==> config.mk <==
export PLATFORM = sky130hd
export DESIGN_NAME = rail_fence_transposer_core_flat
export DESIGN_NICKNAME = d
export VERILOG_FILES = /design/src/rtl/core/rft_pkg.sv /design/src/rtl/core/rft_ifs.sv /design/src/rtl/core/rft_ram.sv /design/src/rtl/core/rft_order_gen.sv /design/src/rtl/core/rft_out_buf.sv /design/src/rtl/core/rail_fence_transposer_core.sv /design/src/flat_wrapper.sv
export VERILOG_INCLUDE_DIRS = /design/src /design/src/rtl/core
export SDC_FILE = /design/constraint.sdc
export NUM_CORES = 1
export LEC_CHECK = 0
export ABC_AREA = 0
export BUFFER_PORTS_ARGS = -buffer_cell sky130_fd_sc_hd__buf_2
export CORE_UTILIZATION = 30
export CTS_CLUSTER_SIZE = 16
export DETAILED_ROUTE_END_ITERATION = 10
export GPL_TIMING_DRIVEN = 0
export PLACE_DENSITY = 0.47
export SLEW_MARGIN = 5
export SYNTH_ARGS = -nofsm -noshare
export SYNTH_HDL_FRONTEND = slang
export SYNTH_SLANG_ARGS = --single-unit
==> constraint.sdc <==
create_clock -name clk_i -period 13.4 [get_ports clk_i]
set_clock_uncertainty 0.2 [all_clocks]
set_input_delay 2.01 -clock clk_i [delete_from_list [all_inputs] [get_ports clk_i]]
set_output_delay 2.01 -clock clk_i [all_outputs]
set_load 0.02 [all_outputs]
==> src/rtl/core/assert_macros.svh <==
// Assertion macros shared by the rail fence transposer RTL.
`ifndef ASSERT_MACROS_SVH
`define ASSERT_MACROS_SVH
`ifndef NO_ASSERTIONS
`define RFT_ASSERT(lbl, clk, rstn, prop) \
  lbl: assert property (@(posedge clk) disable iff (!rstn) (prop)) \
    else $error("rft assertion failed");
`define RFT_ASSERT_NEVER(lbl, clk, rstn, expr) \
  lbl: assert property (@(posedge clk) disable iff (!rstn) !(expr)) \
    else $error("rft forbidden condition seen");
`else
`define RFT_ASSERT(lbl, clk, rstn, prop)
`define RFT_ASSERT_NEVER(lbl, clk, rstn, expr)
`endif
`endif

==> src/rtl/core/rft_pkg.sv <==
// Shared types and constants of the rail fence transposer.
package rft_pkg;

  localparam int unsigned MAX_LEN_DEF = 64;
  localparam int unsigned BYTE_W      = 8;
  localparam int unsigned RAIL_W      = 7;
  localparam int unsigned CFG_ADDR_W  = 8;
  localparam int unsigned CFG_DATA_W  = 8;

  localparam logic [CFG_ADDR_W-1:0] REG_RAIL_COUNT  = 8'd0;
  localparam logic [CFG_ADDR_W-1:0] REG_DECRYPT     = 8'd1;
  localparam logic [RAIL_W-1:0]     RAIL_COUNT_RST  = 7'd3;

  typedef enum logic [1:0] {
    ST_LOAD,
    ST_GATHER,
    ST_SCATTER,
    ST_DRAIN
  } rft_state_e;

  typedef struct packed {
    logic [BYTE_W-1:0] out_byte;
    logic              out_final;
    logic              overflow;
  } rft_out_item_t;

  typedef struct packed {
    logic start;
    logic advance;
  } rft_gen_ctrl_t;

endpackage

==> src/rtl/core/rft_ifs.sv <==
// Channel interfaces of the rail fence transposer: input, output and config.
interface rft_in_if;
  import rft_pkg::*;
  logic              valid;
  logic              ready;
  logic [BYTE_W-1:0] data_byte;
  logic              is_final;
  modport source (output valid, output data_byte, output is_final, input ready);
  modport sink   (input valid, input data_byte, input is_final, output ready);
endinterface

interface rft_out_if;
  import rft_pkg::*;
  logic              valid;
  logic              ready;
  logic [BYTE_W-1:0] out_byte;
  logic              out_final;
  logic              overflow;
  modport source (output valid, output out_byte, output out_final, output overflow,
                  input ready);
  modport sink   (input valid, input out_byte, input out_final, input overflow,
                  output ready);
endinterface

interface rft_cfg_if;
  import rft_pkg::*;
  logic                  valid;
  logic                  ready;
  logic [CFG_ADDR_W-1:0] addr;
  logic [CFG_DATA_W-1:0] data;
  modport source (output valid, output addr, output data, input ready);
  modport sink   (input valid, input addr, input data, output ready);
endinterface

==> src/rtl/core/rft_ram.sv <==
// Generic single-write, single-read synchronous RAM with registered read.
module rft_ram #(
  parameter int unsigned WIDTH = 8,
  parameter int unsigned DEPTH = 64
) (
  input  logic                     clk_i,
  input  logic                     we_i,
  input  logic [$clog2(DEPTH)-1:0] waddr_i,
  input  logic [WIDTH-1:0]         wdata_i,
  input  logic                     re_i,
  input  logic [$clog2(DEPTH)-1:0] raddr_i,
  output logic [WIDTH-1:0]         rdata_o
);

  logic [WIDTH-1:0] mem_q [DEPTH];

  always_ff @(posedge clk_i) begin
    if (we_i) begin
      mem_q[waddr_i] <= wdata_i;
    end
    if (re_i) begin
      rdata_o <= mem_q[raddr_i];
    end
  end

endmodule

==> src/rtl/core/rft_order_gen.sv <==
// Rail-order index generator: walks the zigzag rail by rail, one position per step.
module rft_order_gen #(
  parameter int unsigned MAX_LEN = rft_pkg::MAX_LEN_DEF
) (
  input  logic                           clk_i,
  input  logic                           rst_ni,
  input  rft_pkg::rft_gen_ctrl_t         ctrl_i,
  input  logic [$clog2(MAX_LEN+1)-1:0]   len_i,
  input  logic [rft_pkg::RAIL_W-1:0]     rails_i,
  output logic [$clog2(MAX_LEN)-1:0]     idx_o,
  output logic [$clog2(MAX_LEN)-1:0]     cnt_o,
  output logic                           last_o
);
  import rft_pkg::*;

  localparam int unsigned LEN_W  = $clog2(MAX_LEN + 1);
  localparam int unsigned ADDR_W = $clog2(MAX_LEN);
  localparam int unsigned STEP_W = RAIL_W + 1;
  localparam int unsigned POS_W  = $clog2(MAX_LEN + (2 ** STEP_W));

  logic [RAIL_W-1:0] rail_q, rail_d;
  logic [ADDR_W-1:0] pos_q, pos_d;
  logic [ADDR_W-1:0] cnt_q, cnt_d;
  logic              phase_q, phase_d;

  logic [RAIL_W-1:0] rails_eff;
  logic [RAIL_W-1:0] rails_m1;
  logic [RAIL_W-1:0] rail_nxt;
  logic [STEP_W-1:0] period;
  logic [STEP_W-1:0] two_rail;
  logic [STEP_W-1:0] step;
  logic [POS_W-1:0]  pos_sum;
  logic              outer_rail;
  logic              stay;

  always_comb begin
    rails_eff  = (rails_i == '0) ? RAIL_W'(1) : rails_i;
    rails_m1   = rails_eff - RAIL_W'(1);
    period     = {rails_m1, 1'b0};
    two_rail   = {rail_q, 1'b0};
    outer_rail = (rail_q == '0) || (rail_q == rails_m1);
    // a single rail walks every position in order
    if (rails_m1 == '0) begin
      step = STEP_W'(1);
    end else if (outer_rail) begin
      step = period;
    end else if (phase_q) begin
      step = two_rail;
    end else begin
      step = period - two_rail;
    end
    pos_sum  = POS_W'(pos_q) + POS_W'(step);
    stay     = pos_sum < POS_W'(len_i);
    rail_nxt = rail_q + RAIL_W'(1);
  end

  always_comb begin
    rail_d  = rail_q;
    pos_d   = pos_q;
    cnt_d   = cnt_q;
    phase_d = phase_q;
    if (ctrl_i.start) begin
      rail_d  = '0;
      pos_d   = '0;
      cnt_d   = '0;
      phase_d = 1'b0;
    end else if (ctrl_i.advance) begin
      cnt_d = cnt_q + ADDR_W'(1);
      if (stay) begin
        pos_d   = pos_sum[ADDR_W-1:0];
        phase_d = ~phase_q;
      end else begin
        // next rail starts at its own index
        rail_d  = rail_nxt;
        pos_d   = ADDR_W'(rail_nxt);
        phase_d = 1'b0;
      end
    end
  end

  always_ff @(posedge clk_i or negedge rst_ni) begin
    if (!rst_ni) begin
      rail_q  <= '0;
      pos_q   <= '0;
      cnt_q   <= '0;
      phase_q <= 1'b0;
    end else begin
      rail_q  <= rail_d;
      pos_q   <= pos_d;
      cnt_q   <= cnt_d;
      phase_q <= phase_d;
    end
  end

  assign idx_o  = pos_q;
  assign cnt_o  = cnt_q;
  assign last_o = (LEN_W'(cnt_q) + LEN_W'(1)) == len_i;

endmodule

==> src/rtl/core/rft_out_buf.sv <==
// Two-entry output buffer that decouples RAM reads from output backpressure.
module rft_out_buf (
  input  logic                  clk_i,
  input  logic                  rst_ni,
  input  logic                  push_i,
  input  rft_pkg::rft_out_item_t item_i,
  output logic [1:0]            cnt_o,
  output logic                  pop_o,
  rft_out_if.source             out_o
);
  import rft_pkg::*;

  rft_out_item_t ent0_q, ent0_d;
  rft_out_item_t ent1_q, ent1_d;
  logic [1:0]    cnt_q, cnt_d;
  logic          pop;

  assign pop = out_o.valid && out_o.ready;

  always_comb begin
    ent0_d = ent0_q;
    ent1_d = ent1_q;
    cnt_d  = cnt_q + {1'b0, push_i} - {1'b0, pop};
    if (pop) begin
      ent0_d = ent1_q;
      if (push_i) begin
        if (cnt_q == 2'd1) begin
          ent0_d = item_i;
        end else begin
          ent1_d = item_i;
        end
      end
    end else if (push_i) begin
      if (cnt_q == 2'd0) begin
        ent0_d = item_i;
      end else begin
        ent1_d = item_i;
      end
    end
  end

  always_ff @(posedge clk_i or negedge rst_ni) begin
    if (!rst_ni) begin
      cnt_q <= '0;
    end else begin
      cnt_q <= cnt_d;
    end
  end

  always_ff @(posedge clk_i) begin
    ent0_q <= ent0_d;
    ent1_q <= ent1_d;
  end

  assign out_o.valid     = cnt_q != 2'd0;
  assign out_o.out_byte  = ent0_q.out_byte;
  assign out_o.out_final = ent0_q.out_final;
  assign out_o.overflow  = ent0_q.overflow;
  assign cnt_o           = cnt_q;
  assign pop_o           = pop;

endmodule

==> src/rtl/core/rail_fence_transposer_core.sv <==
// Top level of the rail fence transposer: message buffer, sequencer and output.
//
//  channel | dir | payload                          | accepted when
//  --------+-----+----------------------------------+------------------
//  cfg_i   | in  | addr, data                       | valid && ready
//  in_i    | in  | data_byte, is_final              | valid && ready
//  out_o   | out | out_byte, out_final, overflow    | valid && ready
//
//  Loading writes the message bytes into the message RAM; the burst follows.
//  Encrypt: one gather read of the message RAM per result.
//  Decrypt: one scatter write into the result RAM per byte, then one read per result.
//  Input is held off during the burst; output stalls pause the RAM reads.
//  Reset clears all control state; RAM contents are undefined until written.
`include "assert_macros.svh"

module rail_fence_transposer_core #(
  parameter int unsigned MAX_LEN = rft_pkg::MAX_LEN_DEF
) (
  input  logic       clk_i,
  input  logic       rst_ni,
  rft_cfg_if.sink    cfg_i,
  rft_in_if.sink     in_i,
  rft_out_if.source  out_o
);
  import rft_pkg::*;

  localparam int unsigned LEN_W  = $clog2(MAX_LEN + 1);
  localparam int unsigned ADDR_W = $clog2(MAX_LEN);

  rft_state_e        state_q, state_d;
  logic [RAIL_W-1:0] rail_q;
  logic              dec_q;
  logic [LEN_W-1:0]  len_q, len_d;
  logic              ovf_q, ovf_d;
  logic [ADDR_W-1:0] k_q, k_d;
  logic              rd_pend_q;
  logic              rd_from_b_q;
  logic              rd_last_q;
  logic              rd_ovf_q;
  logic              wr_pend_q;
  logic [ADDR_W-1:0] wr_addr_q;

  logic              in_acc;
  logic              room;
  logic              cfg_acc;
  logic              issue;
  logic              issue_last;
  logic              can_issue;
  logic              burst_done;
  logic              we_a;
  logic              re_a;
  logic [ADDR_W-1:0] raddr_a;
  logic [BYTE_W-1:0] rdata_a;
  logic              re_b;
  logic [ADDR_W-1:0] raddr_b;
  logic [BYTE_W-1:0] rdata_b;
  logic              scat;

  rft_gen_ctrl_t     gen_ctrl;
  logic [ADDR_W-1:0] gen_idx;
  logic [ADDR_W-1:0] gen_cnt;
  logic              gen_last;

  logic [1:0]        buf_cnt;
  logic              buf_pop;
  rft_out_item_t     push_item;
  logic [2:0]        occupancy;

  // configuration
  assign cfg_i.ready = 1'b1;
  assign cfg_acc     = cfg_i.valid && cfg_i.ready;

  always_ff @(posedge clk_i or negedge rst_ni) begin
    if (!rst_ni) begin
      rail_q <= RAIL_COUNT_RST;
      dec_q  <= 1'b0;
    end else if (cfg_acc) begin
      if (cfg_i.addr == REG_RAIL_COUNT) begin
        rail_q <= cfg_i.data[RAIL_W-1:0];
      end else if (cfg_i.addr == REG_DECRYPT) begin
        dec_q <= cfg_i.data[0];
      end
    end
  end

  assign in_i.ready = (state_q == ST_LOAD);
  assign in_acc     = in_i.valid && in_i.ready;
  assign room       = len_q < LEN_W'(MAX_LEN);
  assign we_a       = in_acc && room;

  // count buffer entries plus the read in flight, minus the one leaving now
  assign occupancy  = {1'b0, buf_cnt} + {2'b00, rd_pend_q} - {2'b00, buf_pop};
  assign can_issue  = occupancy < 3'd2;

  // next state
  always_comb begin
    state_d = state_q;
    unique case (state_q)
      ST_LOAD: begin
        if (in_acc && in_i.is_final) begin
          state_d = dec_q ? ST_SCATTER : ST_GATHER;
        end
      end
      ST_GATHER: begin
        if (can_issue && gen_last) begin
          state_d = ST_LOAD;
        end
      end
      ST_SCATTER: begin
        if (gen_last) begin
          state_d = ST_DRAIN;
        end
      end
      ST_DRAIN: begin
        if (can_issue && !wr_pend_q && ((LEN_W'(k_q) + LEN_W'(1)) == len_q)) begin
          state_d = ST_LOAD;
        end
      end
      default: state_d = ST_LOAD;
    endcase
  end

  // outputs of the sequencer
  always_comb begin
    gen_ctrl   = '0;
    issue      = 1'b0;
    issue_last = 1'b0;
    re_a       = 1'b0;
    raddr_a    = gen_idx;
    re_b       = 1'b0;
    raddr_b    = k_q;
    scat       = 1'b0;
    unique case (state_q)
      ST_LOAD: begin
        gen_ctrl.start = in_acc && in_i.is_final;
      end
      ST_GATHER: begin
        issue            = can_issue;
        issue_last       = gen_last;
        re_a             = can_issue;
        raddr_a          = gen_idx;
        gen_ctrl.advance = can_issue;
      end
      ST_SCATTER: begin
        scat             = 1'b1;
        re_a             = 1'b1;
        raddr_a          = gen_cnt;
        gen_ctrl.advance = 1'b1;
      end
      ST_DRAIN: begin
        // hold reads until the last scatter write has landed
        issue      = can_issue && !wr_pend_q;
        issue_last = (LEN_W'(k_q) + LEN_W'(1)) == len_q;
        re_b       = issue;
        raddr_b    = k_q;
      end
      default: begin
        issue = 1'b0;
      end
    endcase
  end

  assign burst_done = issue && issue_last;

  always_comb begin
    len_d = len_q;
    ovf_d = ovf_q;
    k_d   = k_q;
    if (in_acc) begin
      if (room) begin
        len_d = len_q + LEN_W'(1);
      end else begin
        ovf_d = 1'b1;
      end
    end
    if (state_q == ST_SCATTER) begin
      k_d = '0;
    end else if (state_q == ST_DRAIN && issue) begin
      k_d = k_q + ADDR_W'(1);
    end
    if (burst_done) begin
      len_d = '0;
      ovf_d = 1'b0;
    end
  end

  always_ff @(posedge clk_i or negedge rst_ni) begin
    if (!rst_ni) begin
      state_q   <= ST_LOAD;
      len_q     <= '0;
      ovf_q     <= 1'b0;
      k_q       <= '0;
      rd_pend_q <= 1'b0;
      wr_pend_q <= 1'b0;
    end else begin
      state_q   <= state_d;
      len_q     <= len_d;
      ovf_q     <= ovf_d;
      k_q       <= k_d;
      rd_pend_q <= issue;
      wr_pend_q <= scat;
    end
  end

  always_ff @(posedge clk_i) begin
    rd_from_b_q <= (state_q == ST_DRAIN);
    rd_last_q   <= issue_last;
    rd_ovf_q    <= ovf_q;
    wr_addr_q   <= gen_idx;
  end

  rft_order_gen #(
    .MAX_LEN (MAX_LEN)
  ) u_order_gen (
    .clk_i   (clk_i),
    .rst_ni  (rst_ni),
    .ctrl_i  (gen_ctrl),
    .len_i   (len_q),
    .rails_i (rail_q),
    .idx_o   (gen_idx),
    .cnt_o   (gen_cnt),
    .last_o  (gen_last)
  );

  // message RAM: written while loading, read by gather or scatter
  rft_ram #(
    .WIDTH (BYTE_W),
    .DEPTH (MAX_LEN)
  ) u_msg_ram (
    .clk_i   (clk_i),
    .we_i    (we_a),
    .waddr_i (len_q[ADDR_W-1:0]),
    .wdata_i (in_i.data_byte),
    .re_i    (re_a),
    .raddr_i (raddr_a),
    .rdata_o (rdata_a)
  );

  // result RAM: decrypt scatters into it, then reads out in order
  rft_ram #(
    .WIDTH (BYTE_W),
    .DEPTH (MAX_LEN)
  ) u_res_ram (
    .clk_i   (clk_i),
    .we_i    (wr_pend_q),
    .waddr_i (wr_addr_q),
    .wdata_i (rdata_a),
    .re_i    (re_b),
    .raddr_i (raddr_b),
    .rdata_o (rdata_b)
  );

  always_comb begin
    push_item.out_byte  = rd_from_b_q ? rdata_b : rdata_a;
    push_item.out_final = rd_last_q;
    push_item.overflow  = rd_ovf_q;
  end

  rft_out_buf u_out_buf (
    .clk_i  (clk_i),
    .rst_ni (rst_ni),
    .push_i (rd_pend_q),
    .item_i (push_item),
    .cnt_o  (buf_cnt),
    .pop_o  (buf_pop),
    .out_o  (out_o)
  );

  `RFT_ASSERT_NEVER(a_buf_overrun, clk_i, rst_ni, rd_pend_q && buf_cnt == 2'd2 && !buf_pop)
  `RFT_ASSERT_NEVER(a_res_hazard, clk_i, rst_ni, re_b && wr_pend_q && raddr_b == wr_addr_q)
  `RFT_ASSERT(a_len_bound, clk_i, rst_ni, len_q <= LEN_W'(MAX_LEN))
  `RFT_ASSERT(a_burst_end, clk_i, rst_ni, burst_done |=> state_q == ST_LOAD && len_q == '0)

endmodule
==> src/flat_wrapper.sv <==
// flat-port wrapper written by rule: the top's interface ports become plain ports
module rail_fence_transposer_core_flat import rft_pkg::*;
#(
  parameter int unsigned MAX_LEN = rft_pkg::MAX_LEN_DEF
)
  (clk_i, rst_ni, cfg_i_valid, cfg_i_addr, cfg_i_data, cfg_i_ready, in_i_valid, in_i_data_byte, in_i_is_final, in_i_ready, out_o_valid, out_o_out_byte, out_o_out_final, out_o_overflow, out_o_ready);
  rft_cfg_if cfg_i_i ();
  rft_in_if in_i_i ();
  rft_out_if out_o_i ();
  input  logic clk_i;
  input  logic rst_ni;
  input wire logic [$bits(cfg_i_i.valid)-1:0] cfg_i_valid;
  input wire logic [$bits(cfg_i_i.addr)-1:0] cfg_i_addr;
  input wire logic [$bits(cfg_i_i.data)-1:0] cfg_i_data;
  output wire logic [$bits(cfg_i_i.ready)-1:0] cfg_i_ready;
  input wire logic [$bits(in_i_i.valid)-1:0] in_i_valid;
  input wire logic [$bits(in_i_i.data_byte)-1:0] in_i_data_byte;
  input wire logic [$bits(in_i_i.is_final)-1:0] in_i_is_final;
  output wire logic [$bits(in_i_i.ready)-1:0] in_i_ready;
  output wire logic [$bits(out_o_i.valid)-1:0] out_o_valid;
  output wire logic [$bits(out_o_i.out_byte)-1:0] out_o_out_byte;
  output wire logic [$bits(out_o_i.out_final)-1:0] out_o_out_final;
  output wire logic [$bits(out_o_i.overflow)-1:0] out_o_overflow;
  input wire logic [$bits(out_o_i.ready)-1:0] out_o_ready;
  assign cfg_i_i.valid = cfg_i_valid;
  assign cfg_i_i.addr = cfg_i_addr;
  assign cfg_i_i.data = cfg_i_data;
  assign cfg_i_ready = cfg_i_i.ready;
  assign in_i_i.valid = in_i_valid;
  assign in_i_i.data_byte = in_i_data_byte;
  assign in_i_i.is_final = in_i_is_final;
  assign in_i_ready = in_i_i.ready;
  assign out_o_valid = out_o_i.valid;
  assign out_o_out_byte = out_o_i.out_byte;
  assign out_o_out_final = out_o_i.out_final;
  assign out_o_overflow = out_o_i.overflow;
  assign out_o_i.ready = out_o_ready;
  rail_fence_transposer_core #(.MAX_LEN(MAX_LEN)) u_core (.clk_i(clk_i), .rst_ni(rst_ni), .cfg_i(cfg_i_i), .in_i(in_i_i), .out_o(out_o_i));
endmodule
==> results.py <==
metrics = {
    "synth": {
        "synth_edf_count": 1060,
        "synth_nets": 2369,
        "ys_types": 67,
        "synthCells": 2305,
        "syn_area_um2": 45000,
        "synth_ff_type": "edfxtp_1",
        "ys_seq_area_share_pct": 73.8,
        "syn-mean-instance-area_um2": 19.5,
        "synthArstFlopShare_pct": 4.30,
        "synth_warnings": 0,
        "synth_seq_cells": 1117,
    },
    "cts": {
        "cts_setup_buffers": 0,
        "numCtsBuffers": 115,
        "cts_hold_buf": 0,
        "clk_transition_reported_paths_ns": 0.06,
        "cts_max_path_buffers": 3,
        "cts.sinks": 1117,
        "root_buffer": "clkbuf_16",
        "cts_tree": "yes",
        "insertion_delay_ns": 0.72,
        "post_cts_resized": 0,
        "cts-htree-levels": 3,
    },
    "layout": {
        "final_common_cell": "edfxtp_1",
        "num-fill-cells": 13801,
        "instances_no_fill": 4593,
        "final_core_util_pct": 35.3,
        "area.growth.synth_to_final_pct": 16.2,
        "drive_above_1_share_pct": 23.7,
        "seqCellArea_um2": 33200,
        "final_net_count": 2552,
        "layout_common_cells": "edfxtp_1, mux4_2, nor2_1",
        "stdcell_area_um2": 52300,
        "multi_input_area_um2": 11300,
    },
    "timing": {
        "slew_viol_final": 0,
        "rsz0062_at_grt": "false",
        "final.setup.tns_ns": 0,
        "finalHoldViolations": 0,
        "setup_viol": 0,
        "slew_headroom_pct": 11.8,
        "tightest_slew_ns": 1.32,
        "post-route-min-period_ns": 6.93,
        "timing.final.ws_setup_ns": 6.47,
        "period_share_pct": 51.7,
        "fmaxAchievable_ghz": 0.144,
        "whs_ns": 0.230,
    },
    "grt": {
        "gr-total-overflow": 0,
        "grt_pass1_vias": 23576,
        "grt_pass1_wl_mm": 166,
        "grt_max_degree": 65,
        "antenna_found_initial": 4,
        "grt.total_usage_pct": 15.1,
    },
    "setup_path": {
        "criticalPathCategory": "reg2reg",
        "cp-start-kind": "flop",
        "cpMaxStageDelayCell": "dfstp_2",
        "cp_data_required_time_ns": 13.74,
        "cpMostUsedCell": "a21oi_1",
        "critPathCaptureType": "flop",
        "path_buf_inv": 2,
        "cp.arrival_ns": 7.27,
        "crit_family": "compound AO/OA/AOI/OAI gates",
        "critPathMaxFanout": 10,
        "worst_path_largest_cell_delay_ns": 0.55,
    },
    "placed_design": {
        "port_buffers": 40,
        "dp_cells": 4373,
        "place_area_um2": 48300,
        "place_ws_ns": 6.57,
        "hpwl_mm": 77.5,
        "routabilityCongestion": 0.826,
    },
    "die": {
        "pin_count": 43,
        "core_um2": 148000,
        "die_w_um": 389,
        "start_util_pct": 30.4,
        "die_height_um": 389,
        "dieArea_um2": 152000,
        "fp-row-count": 141,
    },
    "power": {
        "pwr-share-comb_pct": 17.2,
        "switching_share_pct": 25.6,
        "p_int_mw": 6.48,
        "ir_drop_mv": 0.110,
        "p_seq_share_pct": 44.7,
        "p_sw_mw": 2.23,
        "clockPowerShare_pct": 38.1,
        "power.total_mw": 8.71,
        "power_density_nw_per_um2": 166,
        "p_leak_nw": 16.3,
    },
    "route": {
        "wl_per_cell_um": 24.9,
        "dr.pass1.iters": 5,
        "wl_met2_mm": 57.3,
        "vias": 22499,
        "wl_met1_mm": 49.5,
        "drt_iter0_drc": 1838,
        "final_antenna_net_count": 0,
        "via_per_inst": 4.90,
        "highest_layer": "met4",
        "wl_met3_mm": 5.40,
        "wirelength_mm": 115,
        "drc": 0,
    },
    "job": {
        "maxCapViolCount": 0,
    },
    "min_path": {
        "hp-class": "reg2reg",
    },
    "outcome": {
        "outcome": "finished clean",
    },
}
==> cells by family (layout without fill, tap and decap cells) <==
logic type	Yosys count	after routing	share of synthesized area (%)
simple gates	432	432	4.48
buf+inv	153	438	1.37
flops	1117	1117	73.8
fa+ha+maj	34	34	0.995
other cells	1	2	0.00833
xor+xnor	38	38	0.770
compound gates	194	194	2.86
mux	336	336	15.8
==> cell usage after synthesis (all sizes together), types with 10 or more instances <==
library cell	n	area share, %
o21ai	29	0.32
nand3	27	0.30
mux2i	14	0.31
a21oi	48	0.54
inv	30	0.25
clkbuf	88	0.73
xnor2	31	0.60
and2	37	0.51
nand2	113	0.94
a211oi	42	0.70
nor2b	16	0.22
buf	34	0.38
nand4	10	0.14
mux2	26	0.65
a311oi	16	0.31
nor2	157	1.3
dfrtp	46	2.6
edfxtp	1060	71
a31oi	21	0.29
ha	31	0.86
nor3	24	0.29
mux4	296	15
==> flip-flops by register name (all words and copies together) (netlist names), 2 cells and up <==
name / cells
u_core.u_msg_ram.mem_q: 512
u_core.u_res_ram.mem_q: 512
u_core.u_out_buf.ent1_q: 10
u_core.u_msg_ram.rdata_o: 8
u_core.u_out_buf.out_o.out_byte: 8
u_core.u_res_ram.rdata_o: 8
u_core.len_q: 7
u_core.rail_q: 7
u_core.u_order_gen.rail_q: 7
u_core.k_q: 6
u_core.u_order_gen.cnt_o: 6
u_core.u_order_gen.idx_o: 6
u_core.wr_addr_q: 6
u_core.state_q: 2
u_core.u_out_buf.cnt_o: 2
==> per-layer routing <==
metal / GRT usage (%) / vias up
met5: 0 / -
met4: 4.07 / 0
met3: 2.39 / 144
met2: 25.6 / 563
met1: 20.0 / 12017
li1: - / 9775
==> power by group through the flow <==
stage	combinational [mW]	sequential [mW]	clock, mW
after floorplan	0.965	3.98	0
after global routing	1.59	3.90	3.51
after CTS	1.54	3.89	3.39
after detailed placement	1.54	3.97	0
after global placement	1.53	3.97	0
final	1.50	3.89	3.31
==> worst register-to-register path, delay by kind of cell, from the launching register on <==
family / cells / cell delay [ns]
AO/OA/AOI/OAI: 11 / 2.18
AND/OR/NAND/NOR: 8 / 1.66
adder cells (fa/ha/maj): 4 / 1.32
flip-flops: 1 / 0.55
buffers and inverters: 2 / 0.34
XOR/XNOR: 1 / 0.32
multiplexers: 1 / 0.19
==> area by class of cell <==
class | count | share of cell area, %
Multi-Input combinational cell | 1035 | 21.5
Inverter | 31 | 0.222
Antenna cell | 1 | 0.00478
Sequential cell | 1117 | 63.5
Clock buffer | 140 | 5.86
Buffer | 122 | 0.957
Tap cell | 2002 | 4.79
Timing Repair Buffer | 66 | 1.49
Clock inverter | 79 | 1.66
==> path summary, 6_finish.rpt <==
| kind | from | end | slack (ns) | depth (start not counted) |
|---|---|---|---|---|
| worst max-delay path | u_core.rail_q[1] | u_core.u_order_gen.idx_o[0] | 6.47 | 27 |
| worst min-delay path | u_core.rd_ovf_q | u_core.u_out_buf.ent1_q[0] | 0.23 | 0 |
| worst max register to register | u_core.rail_q[1] | u_core.u_order_gen.idx_o[0] | 6.47 | 27 |
| worst min register to register | u_core.rd_ovf_q | u_core.u_out_buf.ent1_q[0] | 0.23 | 0 |
| max in group asynchronous | rst_ni | u_core.u_order_gen.phase_q | 10.93 | 1 |
| min in group asynchronous | rst_ni | u_core.rail_q[3] | 1.33 | 1 |
(Power assumes the default switching activity.)
